<file path="src/rsd_pkg.sv">
`default_nettype none

package rsd_pkg;

  // Parse phase of the relocation list.
  typedef enum logic [1:0] {
    PH_CTRL = 2'd0,
    PH_SKIP = 2'd1,
    PH_EXT1 = 2'd2,
    PH_EXT2 = 2'd3
  } phase_t;

  // Result kinds.
  localparam logic [2:0] KIND_TEXT   = 3'd0;
  localparam logic [2:0] KIND_DATA   = 3'd1;
  localparam logic [2:0] KIND_SYMBOL = 3'd2;
  localparam logic [2:0] KIND_END    = 3'd3;
  localparam logic [2:0] KIND_UNUSED = 3'd4;

  // Relocation codes, taken from (byte - 64) >> 2.
  localparam logic [5:0] CODE_UNUSED_LO = 6'd0;
  localparam logic [5:0] CODE_TEXT      = 6'd1;
  localparam logic [5:0] CODE_DATA      = 6'd2;
  localparam logic [5:0] CODE_UNUSED_HI = 6'd3;
  localparam logic [5:0] CODE_EXTENDED  = 6'd47;
  localparam logic [5:0] CODE_SYM_BASE  = 6'd4;

  // Control byte bounds and index offsets.
  localparam logic [7:0]  BYTE_END       = 8'd0;
  localparam logic [7:0]  BYTE_PAGE_SKIP = 8'd32;
  localparam logic [7:0]  BYTE_RELOC     = 8'd64;
  localparam logic [7:0]  EXT_LONG       = 8'd128;
  localparam logic [15:0] EXT_SHORT_BASE = 16'd43;
  localparam logic [15:0] EXT_LONG_BASE  = 16'd175;
  localparam logic [15:0] SKIP_BASE      = 16'd32;

  typedef struct packed {
    phase_t     phase;
    logic [6:0] ext_high;
    logic [4:0] skip_pages;
    logic       pending_low_bits;
  } parse_state_t;

  typedef struct packed {
    logic [2:0]  kind;
    logic [15:0] offset;
    logic [15:0] index;
    logic        low_bits;
  } reloc_t;

endpackage

`default_nettype wire

</file>
<file path="src/rsd_decode.sv">
`default_nettype none

module rsd_decode #(
  parameter int LOCATION_BITS = 16
) (
  input  wire logic [7:0]                 list_byte,
  input  wire rsd_pkg::parse_state_t      state,
  input  wire logic [LOCATION_BITS-1:0]   location,
  input  wire logic [15:0]                start_location,
  output rsd_pkg::parse_state_t           state_nxt,
  output logic [LOCATION_BITS-1:0]        location_nxt,
  output logic                            result_valid,
  output rsd_pkg::reloc_t                 result
);

  logic [5:0]               code;
  logic                     lowb;
  logic [15:0]              skip_amount;
  logic [LOCATION_BITS-1:0] loc_plus_two;

  assign code         = 6'(list_byte[7:2] - 6'd16);
  assign lowb         = |list_byte[1:0];
  assign skip_amount  = rsd_pkg::SKIP_BASE + {3'b0, state.skip_pages, 8'b0}
                        + {8'b0, list_byte};
  assign loc_plus_two = location + LOCATION_BITS'(2);

  always_comb begin
    state_nxt           = state;
    location_nxt        = location;
    result_valid        = 1'b0;
    result.kind         = rsd_pkg::KIND_END;
    result.offset       = location[15:0];
    result.index        = 16'd0;
    result.low_bits     = 1'b0;

    unique case (state.phase)
      rsd_pkg::PH_SKIP: begin
        location_nxt    = location + LOCATION_BITS'(skip_amount);
        state_nxt.phase = rsd_pkg::PH_CTRL;
      end
      rsd_pkg::PH_EXT1: begin
        if (list_byte < rsd_pkg::EXT_LONG) begin
          state_nxt.phase = rsd_pkg::PH_CTRL;
          result_valid    = 1'b1;
          result.kind     = rsd_pkg::KIND_SYMBOL;
          result.index    = rsd_pkg::EXT_SHORT_BASE + {9'b0, list_byte[6:0]};
          result.low_bits = state.pending_low_bits;
          location_nxt    = loc_plus_two;
        end else begin
          state_nxt.ext_high = list_byte[6:0];
          state_nxt.phase    = rsd_pkg::PH_EXT2;
        end
      end
      rsd_pkg::PH_EXT2: begin
        state_nxt.phase = rsd_pkg::PH_CTRL;
        result_valid    = 1'b1;
        result.kind     = rsd_pkg::KIND_SYMBOL;
        result.index    = {1'b0, state.ext_high, 8'b0} + rsd_pkg::EXT_LONG_BASE
                          + {8'b0, list_byte};
        result.low_bits = state.pending_low_bits;
        location_nxt    = loc_plus_two;
      end
      rsd_pkg::PH_CTRL: begin
        if (list_byte == rsd_pkg::BYTE_END) begin
          // End of list: report where we stopped, then reload the counter.
          result_valid = 1'b1;
          location_nxt = LOCATION_BITS'(start_location);
        end else if (list_byte < rsd_pkg::BYTE_PAGE_SKIP) begin
          location_nxt = location + LOCATION_BITS'(list_byte);
        end else if (list_byte < rsd_pkg::BYTE_RELOC) begin
          state_nxt.skip_pages = list_byte[4:0];
          state_nxt.phase      = rsd_pkg::PH_SKIP;
        end else begin
          result.low_bits = lowb;
          case (code) inside
            rsd_pkg::CODE_TEXT: begin
              result_valid = 1'b1;
              result.kind  = rsd_pkg::KIND_TEXT;
              location_nxt = loc_plus_two;
            end
            rsd_pkg::CODE_DATA: begin
              result_valid = 1'b1;
              result.kind  = rsd_pkg::KIND_DATA;
              location_nxt = loc_plus_two;
            end
            rsd_pkg::CODE_UNUSED_LO, rsd_pkg::CODE_UNUSED_HI: begin
              result_valid = 1'b1;
              result.kind  = rsd_pkg::KIND_UNUSED;
              location_nxt = loc_plus_two;
            end
            rsd_pkg::CODE_EXTENDED: begin
              state_nxt.pending_low_bits = lowb;
              state_nxt.phase            = rsd_pkg::PH_EXT1;
            end
            default: begin
              result_valid = 1'b1;
              result.kind  = rsd_pkg::KIND_SYMBOL;
              result.index = {10'b0, 6'(code - rsd_pkg::CODE_SYM_BASE)};
              location_nxt = loc_plus_two;
            end
          endcase
        end
      end
      default: begin
        state_nxt.phase = rsd_pkg::PH_CTRL;
      end
    endcase
  end

endmodule

`default_nettype wire

</file>
<file path="src/relocation_stream_decoder.sv">
`default_nettype none
// Relocation list stream decoder.
// Input channel (in_valid / in_stall / in_list_byte) takes one byte of the
// relocation list per beat. Result channel (out_valid / out_stall / out_*)
// delivers one beat for each relocation, unused code or end-of-list marker;
// skip bytes, page-skip bytes and all bytes of an extended index but the last
// give no result. The configuration channel (cfg_valid / cfg_ready / cfg_data)
// writes the start location; cfg_ready is always high. The user must make writes
// only while the decoder is idle; the block itself does not enforce this.
// An accepted byte waits in the input register; the decode step writes its
// result to the result register, which drives the ports. One byte is accepted
// every cycle while out_stall does not hold a result; the single decode step
// between the input register and the result register sets that figure.
// Reset clears the start location and the location counter to zero and
// returns the parser to the control-byte phase.
// While out_stall holds a result, the decode step waits and in_stall rises
// once the input register is occupied; no beat is lost or repeated.
module relocation_stream_decoder #(
  parameter int LOCATION_BITS = 16
) (
  input  wire logic        clk,
  input  wire logic        rst_n,
  input  wire logic        in_valid,
  output logic             in_stall,
  input  wire logic [7:0]  in_list_byte,
  output logic             out_valid,
  input  wire logic        out_stall,
  output logic [2:0]       out_reloc_kind,
  output logic [15:0]      out_reloc_offset,
  output logic [15:0]      out_symbol_index,
  output logic             out_low_bits_set,
  input  wire logic        cfg_valid,
  output logic             cfg_ready,
  input  wire logic [15:0] cfg_data
);

  logic                     in_valid_r;
  logic [7:0]               in_byte_r;
  logic                     out_valid_r;
  rsd_pkg::reloc_t          out_r;
  logic [15:0]              start_location_r;
  logic [LOCATION_BITS-1:0] location_r;
  rsd_pkg::parse_state_t    state_r;

  rsd_pkg::parse_state_t    state_nxt;
  logic [LOCATION_BITS-1:0] location_nxt;
  logic                     res_valid;
  rsd_pkg::reloc_t          res;
  logic                     advance;
  logic                     do_step;

  // The decode step runs when the result register is free or being emptied.
  assign advance  = !out_valid_r || !out_stall;
  assign do_step  = in_valid_r && advance;
  assign in_stall = in_valid_r && !advance;
  assign cfg_ready = 1'b1;

  rsd_decode #(
    .LOCATION_BITS(LOCATION_BITS)
  ) u_decode (
    .list_byte      (in_byte_r),
    .state          (state_r),
    .location       (location_r),
    .start_location (start_location_r),
    .state_nxt      (state_nxt),
    .location_nxt   (location_nxt),
    .result_valid   (res_valid),
    .result         (res)
  );

  always_ff @(posedge clk) begin
    if (!rst_n) begin
      in_valid_r       <= 1'b0;
      out_valid_r      <= 1'b0;
      start_location_r <= 16'd0;
      location_r       <= '0;
      state_r          <= '{phase: rsd_pkg::PH_CTRL, ext_high: 7'd0,
                            skip_pages: 5'd0, pending_low_bits: 1'b0};
    end else begin
      if (cfg_valid && cfg_ready) begin
        start_location_r <= cfg_data;
      end
      if (!in_stall) begin
        in_valid_r <= in_valid;
      end
      if (advance) begin
        out_valid_r <= do_step && res_valid;
      end
      if (do_step) begin
        location_r <= location_nxt;
        state_r    <= state_nxt;
      end
    end
  end

  always_ff @(posedge clk) begin
    if (!in_stall && in_valid) begin
      in_byte_r <= in_list_byte;
    end
    if (do_step && res_valid) begin
      out_r <= res;
    end
  end

  assign out_valid        = out_valid_r;
  assign out_reloc_kind   = out_r.kind;
  assign out_reloc_offset = out_r.offset;
  assign out_symbol_index = out_r.index;
  assign out_low_bits_set = out_r.low_bits;

  // An end-of-list byte reloads the counter from the start register.
  a_end_reload: assert property (@(posedge clk) disable iff (!rst_n)
    do_step && res_valid && res.kind == rsd_pkg::KIND_END
    |=> location_r == LOCATION_BITS'($past(start_location_r)))
    else $error("location not reloaded after end of list");

  // Only symbol relocations carry an index.
  a_index_zero: assert property (@(posedge clk) disable iff (!rst_n)
    out_valid_r && out_r.kind != rsd_pkg::KIND_SYMBOL |-> out_r.index == 16'd0)
    else $error("non-symbol result with nonzero index");

  // The end marker never reports low bits.
  a_end_lowbits: assert property (@(posedge clk) disable iff (!rst_n)
    out_valid_r && out_r.kind == rsd_pkg::KIND_END |-> !out_r.low_bits)
    else $error("end of list with low bits set");

  // The byte after a page skip only moves the counter.
  a_skip_silent: assert property (@(posedge clk) disable iff (!rst_n)
    do_step && state_r.phase == rsd_pkg::PH_SKIP
    |=> state_r.phase == rsd_pkg::PH_CTRL && !(out_valid_r && !$past(out_valid_r)))
    else $error("page skip byte produced a result");

  // A result waiting under stall is not overwritten by a new decode.
  a_no_overwrite: assert property (@(posedge clk) disable iff (!rst_n)
    out_valid_r && out_stall |-> !do_step)
    else $error("decode step ran while result register was held");

endmodule

`default_nettype wire

</file>
<file path="config.mk">
export PLATFORM = sky130hd
export DESIGN_NAME = relocation_stream_decoder
export DESIGN_NICKNAME = d
export VERILOG_FILES = /design/src/rsd_pkg.sv /design/src/rsd_decode.sv /design/src/relocation_stream_decoder.sv
export SDC_FILE = /design/constraint.sdc
export NUM_CORES = 1
export LEC_CHECK = 0
export BUFFER_PORTS_ARGS = -buffer_cell sky130_fd_sc_hd__buf_2
export CAP_MARGIN = 40
export CORE_MARGIN = 2
export CORE_UTILIZATION = 50
export DETAILED_ROUTE_END_ITERATION = 8
export PLACE_DENSITY = 0.7
export SYNTH_ARGS = -nofsm -noshare
export SYNTH_HDL_FRONTEND = slang
export SYNTH_SLANG_ARGS = --single-unit
</file>
<file path="constraint.sdc">
create_clock -name clk -period 4.28 [get_ports clk]
set_input_delay 1.07 -clock clk [delete_from_list [all_inputs] [get_ports clk]]
set_output_delay 1.07 -clock clk [all_outputs]
set_load 0.005 [all_outputs]
</file>
---- Word level (Yosys, flattened, before mapping) ----
Index checks and enable logic that the tools add are counted.
W data, S select, Z words.
storage, ports and cells
  flip-flop bits (word level) ............. 93
  word-level logic and storage cells ...... 114
  input bits .............................. 29
  bits in latches ......................... 0
  output and inout port bits .............. 39
  ROM bits ................................ 0
  bits in writable memories ............... 0
  memories ................................ 0
operators by class
  add/sub/neg operators ................... 10
  muxes and demuxes ....................... 45
  bitwise gates (word level) .............. 7
  $mul .................................... 0
  order comparisons ....................... 3
  shift-type cells ........................ 0
  equality and inequality tests ........... 16
  divide/modulo/power cells ............... 0
  reductions and logical operators ........ 20
operators with widths
  cell                     number
  $mux W16                 11
  $mux W17                 4
  $pmux W16 S4             1
  $pmux W17 S3             1
  $add A16 B8 Y16          3
  $mux W3                  6
  $add A15 B8 Y16 const B  1
  $add A16 B16 Y16         1
  $add A16 B2 Y16 const B  1
  $mux W2                  8
  $add A6 B13 Y14 const A  1
  $eq A6 B2 Y1 const B     2
  $mux W1                  10
  $ne A3 B2 Y1 const B     3
  $pmux W3 S3              1
  $reduce_and A9 Y1        1
  $add A6 B7 Y8 const A    1
  $logic_not A8 Y1         1
  $lt A8 B6 Y1 const B     1
  $lt A8 B7 Y1 const B     1
  $lt A8 B8 Y1 const B     1
  $ne A7 B3 Y1 const B     1
  $not A1 Y1               7
  $reduce_and A7 Y1        1
  other kinds (22)         32

---- Depth between registers and ports, before layout ----
  depth in word-level cells ............... 11
  depth in mapped cells ................... 12

---- Hierarchy ----
From an unflattened synthesis, not the netlist that was laid out.
second synthesis, totals
  cell total of the unflattened synthesis .. 780
  area, all modules ....................... 6,815.3 sq um
by module, submodules not included
  module                     area an instance (sq um)  cells an instance  times used
  rsd_decode                 3,532.1                   538                1
  relocation_stream_decoder  3,283.1                   242                1

---- Least setup slack after synthesis ----
Ideal clock, no wire load.
  path type ............................... register -> register
  from .................................... register in_byte_r[7]
  to ...................................... register out_r, in the netlist out_low_bits_set (enable)
  setup slack ............................. 1.132 ns
  setup time .............................. 0.396 ns
  arrival ................................. 2.751 ns
  stages on the path, launching flop included .. 10
  path through ............................ edfxtp_1 > clkbuf_1 > inv_1 > ha_1 > buf_4 > nand3_2 > or3_1 > buf_2 > a21oi_1 > o21a_1
on the way
  cells in the longest elaborated chain, start to end .. 11
  elaborated cells between the ends (all ways) .. 21
  classes of those cells .................. add/sub: 1; order compare: 3; eq/ne: 4; mux: 9; reduce/logical: 4
RTL lines
  element                                         RTL line                          RTL
  start, declared                                 relocation_stream_decoder.sv:38   logic [7:0] in_byte_r;
  start signal, assigned                          relocation_stream_decoder.sv:98   in_byte_r <= in_list_byte;
  $sub A6 B5 Y6                                   rsd_decode.sv:21                  assign code = 6'(list_byte[7:2] - 6'd16);
  $eq A6 B6 Y1 (no line) (tied with other cells)  n/a
  $mux W1 or $reduce_or A2 Y1 (tied branches)     rsd_decode.sv:75                  case (code) inside
  $mux W1 (3 in a row)                            rsd_decode.sv:75
  $mux W1                                         rsd_decode.sv:70                  end else if (list_byte < rsd_pkg::BYTE_RELOC) begin
  $mux W1                                         rsd_decode.sv:68                  end else if (list_byte < rsd_pkg::BYTE_PAGE_SKIP) begin
  $mux W1                                         rsd_decode.sv:64                  if (list_byte == rsd_pkg::BYTE_END) begin
  $pmux W1 S3 *                                   rsd_decode.sv:36                  unique case (state.phase)
  $logic_and A1 B1 Y1 *                           relocation_stream_decoder.sv:100  if (do_step && res_valid) begin
  end signal, assigned                            relocation_stream_decoder.sv:101  out_r <= res;
  end, declared                                   relocation_stream_decoder.sv:40   rsd_pkg::reloc_t out_r;
Every way passes the cells marked *; elsewhere a longest branch is shown, timed or not.
A chain may end at the register's enable or synchronous reset.

---- Final worst setup path ----
  from .................................... register in_byte_r[5]
  to ...................................... register location_r[15]
on the way
  cells in the longest elaborated chain, start to end .. 10
  elaborated cells between the ends (all ways) .. 25
  classes of those cells .................. add/sub: 4; order compare: 3; eq/ne: 7; mux: 7; reduce/logical: 4
RTL lines
  element                                                     RTL line                         RTL
  $sub A6 B5 Y6                                               rsd_decode.sv:21
  $eq A6 B2 Y1 (no line) or $logic_not A6 Y1 (tied branches)  n/a
  $reduce_or A2 Y1                                            rsd_decode.sv:75
  $mux W16 (3 in a row)                                       rsd_decode.sv:75
  $mux W16                                                    rsd_decode.sv:70
  $mux W16                                                    rsd_decode.sv:68
  $mux W16                                                    rsd_decode.sv:64
  $pmux W16 S4                                                rsd_decode.sv:36
  end signal, assigned                                        relocation_stream_decoder.sv:90  location_r <= location_nxt;
  end, declared                                               relocation_stream_decoder.sv:42  logic [LOCATION_BITS-1:0] location_r;
Parallel ways exist; a longest one is shown, timed or not. The select of a mux whose other input is x is not followed.

==> summary.txt <==
Yosys
  • Synth top area share: 0.216
  • Yosys top cell by area: edfxtp_1
  • Ys flop type: dfxtp_1
  • Synth Cell Area: 6110 um2
  • Post-synth EDFFs: 44
  • Number of synthesized register bits: 93
  • Synth Instances: 652
  • Top post-synthesis cells by area: edfxtp_1 22%, dfxtp_1 16%, ha_1 7.4%, mux2i_1 4.6%, o21ai_0 3.8%
  • Synth cell types: 77
  • Synthesis Warnings: 0
  • Mapped Nets: 724
  • Most frequent cell after synthesis: nand2_1
  • Seq/Total Area, Yosys: 0.377
  • Post-synth ARST share: 0
  • Syn Area/Cell: 9.36 um2
  • Commonest cells in the netlist: 52 x nand2_1, 49 x dfxtp_1, 46 x o21ai_0, 44 x edfxtp_1, 42 x nor2_1

Route
  • Met2 WL: 8.14 mm
  • Routed vias: 5201
  • WL met3: 1.22 mm
  • Via-to-Cell Ratio: 6.05
  • DR DRC count: 0
  • Drt first pass iters: 6
  • DRT iter0 DRCs: 453
  • Detailed Route WL: 17.2 mm
  • Top Metal Used: met4
  • Drt wl/cell: 20.1 um
  • WL met1: 7.44 mm
  • Remaining antenna violation count: 0

Timing
  • Fin crit period: 3.55 ns
  • Period utilisation layout: 0.830
  • Max Slew Vio Count: 0
  • Final Hold Viols: 0
  • Final worst slack: 0.730 ns
  • Clock skew: 0.00998 ns
  • Setup TNS: 0 ns
  • Worst slew margin: 0.509
  • Final setup fails: 0
  • Unrepaired setup endpoints after global routing: no
  • Worst-margin pin slew: 0.735 ns
  • Fmax: 282 MHz

Setup path
  • Critical Path Sink Type: flip-flop
  • CP required: 4.52 ns
  • CP most frequent cell: ha_1
  • Crit path max fanout: 12
  • CP arrival: 3.79 ns
  • CP startpoint kind: flip-flop
  • Slowest stage cell on the critical path: edfxtp_1
  • Max incr delay on CP: 0.54 ns
  • CP Cell Sequence: clkinv_1, ha_1, inv_1, ha_1, a211o_1, a31oi_1, o41ai_1, o311ai_0, mux2_2, a311o_1
  • Critical setup path kind: flip-flop to flip-flop
  • Bufs and invs on worst path: 2
  • CP delay by family, top: compound AO/OA/AOI/OAI gates

Global route
  • GR Overflow Total: 0
  • First-pass GRT wire length: 27.5 mm
  • Via count of the first global-routing pass: 5160
  • Antenna violations before repair: 0
  • Largest net degree at the start of global routing: 34
  • All-layer global routing usage: 0.275

Place
  • Gpl congestion: 0.975
  • Pre-CTS setup slack: 0.802 ns
  • Detail Placement HPWL: 12.6 mm
  • Port bufs: 66

Clock tree
  • H-tree Lvls: 3
  • Post_cts resized: 0
  • TritonCTS clock tree: built
  • Clk sinks: 93
  • Latest clock arrival within the worst-skew pair: 0.36 ns
  • Setup repair bufs after CTS: 0
  • Cts hold-fix bufs: 0
  • TritonCTS Buffers: 9
  • Clock Tree Buf Depth: 2
  • CTS clk-pin slew, worst paths: 0.07 ns
  • Clock Tree Root: clkbuf_16

Power and ir drop
  • Total power per unit cell area: 306 nW/um2
  • Cell Int Power: 1.50 mW
  • Worst vdd ir: 237 uV
  • Switching Share: 0.281
  • Combinational power share: 0.150
  • Clock power frac: 0.365
  • Switching power: 0.587 mW
  • Pleak: 2.77 nW
  • Register share of total power: 0.485

Finish
  • ANT cells: 0
  • Syn-to-layout area delta: 11.8%
  • # nets final: 779
  • Share of cells above drive strength 1: 0.160

Floorplanning
  • IO Count: 68
  • Initial core utilization: 0.510
  • Site Rows: 40
  • Die area: 13100 um2
  • Vert. Die Dim: 115 um
  • Core area: 12000 um2
  • Die W: 115 um

Run status
  • Status: completed

Run
  • Max Cap Viol: 0

Hold path
  • Hold Path Class: flip-flop to flip-flop
## per-stage QoR
| stage | hold WS, ns | power [mW] | cells | util | instance area, um2 |
|---|---|---|---|---|---|
| final | 0.480 | 2.09 | 859 | 0.571 | 6830 |
| after global routing | 0.506 | 2.18 | 859 | 0.571 | 6830 |
| after CTS | 0.482 | 2.11 | 859 | 0.571 | 6830 |
| after detailed placement | 0.466 | 1.34 | 843 | 0.547 | 6540 |
| after global placement | 0.459 | 1.33 | 843 | 0.547 | 6540 |
| after floorplan | 0.403 | 1.24 | 652 | - | 6110 |
## layout by cell type, fill, tap and decap left out, drive strengths merged, types with 28 or more instances in the layout
| cell | count |
|---|---|
| dfxtp | 49 |
| nor2 | 43 |
| nand2 | 52 |
| ha | 36 |
| buf | 79 |
| inv | 34 |
| a21oi | 39 |
| o21ai | 46 |
| nor2b | 36 |
| edfxtp | 44 |
| mux2i | 28 |
## flip-flops by register name (all words and copies together), names as in the netlist
name and count:
in_byte_r 8, in_valid_r 1, location_r 16, out_low_bits_set 1, out_reloc_kind 3, out_reloc_offset 16
out_symbol_index 16, out_valid 1, start_location_r 16, state_r 15
## worst register-to-register path: stages, from the launching register on
cell and delay, ns:
edfxtp_1 0.54, clkinv_1 0.44, ha_1 0.48, inv_1 0.08
ha_1 0.24, a211o_1 0.23, a31oi_1 0.21, o41ai_1 0.12
o311ai_0 0.40, mux2_2 0.39, a311o_1 0.31
## cells by family after synthesis
logic type / share of synthesized area
AO/OA/AOI/OAI: 0.189
XOR/XNOR: 0.0588
adder cells (fa/ha/maj): 0.0984
buffers and inverters: 0.0486
flip-flops: 0.377
multiplexers: 0.0477
other: 0.000614
AND/OR/NAND/NOR: 0.180
## final timing paths
check	start	endpoint	slack, ns	depth (start not counted)
max	in_byte_r[5]	location_r[15]	0.73	10
min	location_r[0]	out_reloc_offset[0]	0.48	0
max reg2reg	in_byte_r[5]	location_r[15]	0.73	10
min reg2reg	location_r[0]	out_reloc_offset[0]	0.48	0
## cell type report
type	instances	area, um2
Sequential cell	93	2300
Tap cell	147	184
Clock inverter	6	55.1
Clock buffer	10	229
Fill cell	1053	5130
Multi-Input combinational cell	492	3510
Inverter	32	120
Timing Repair Buffer	79	428
## power by group through the flow
stage	clock network, mW	logic (mW)	registers (mW)
CTS	0.785	0.307	1.01
finish	0.763	0.313	1.01
global route	0.817	0.342	1.02
detailed placement	0	0.305	1.03
global placement	0	0.302	1.03
floorplan	0	0.223	1.01
## metal layers
metal,track usage,vias to the layer above
li1,-,2480
met1,0.360,2447
met2,0.439,231
met3,0.0693,43
met4,0.0992,0
met5,0,-
Note: power is estimated with default switching activity, not from simulation.
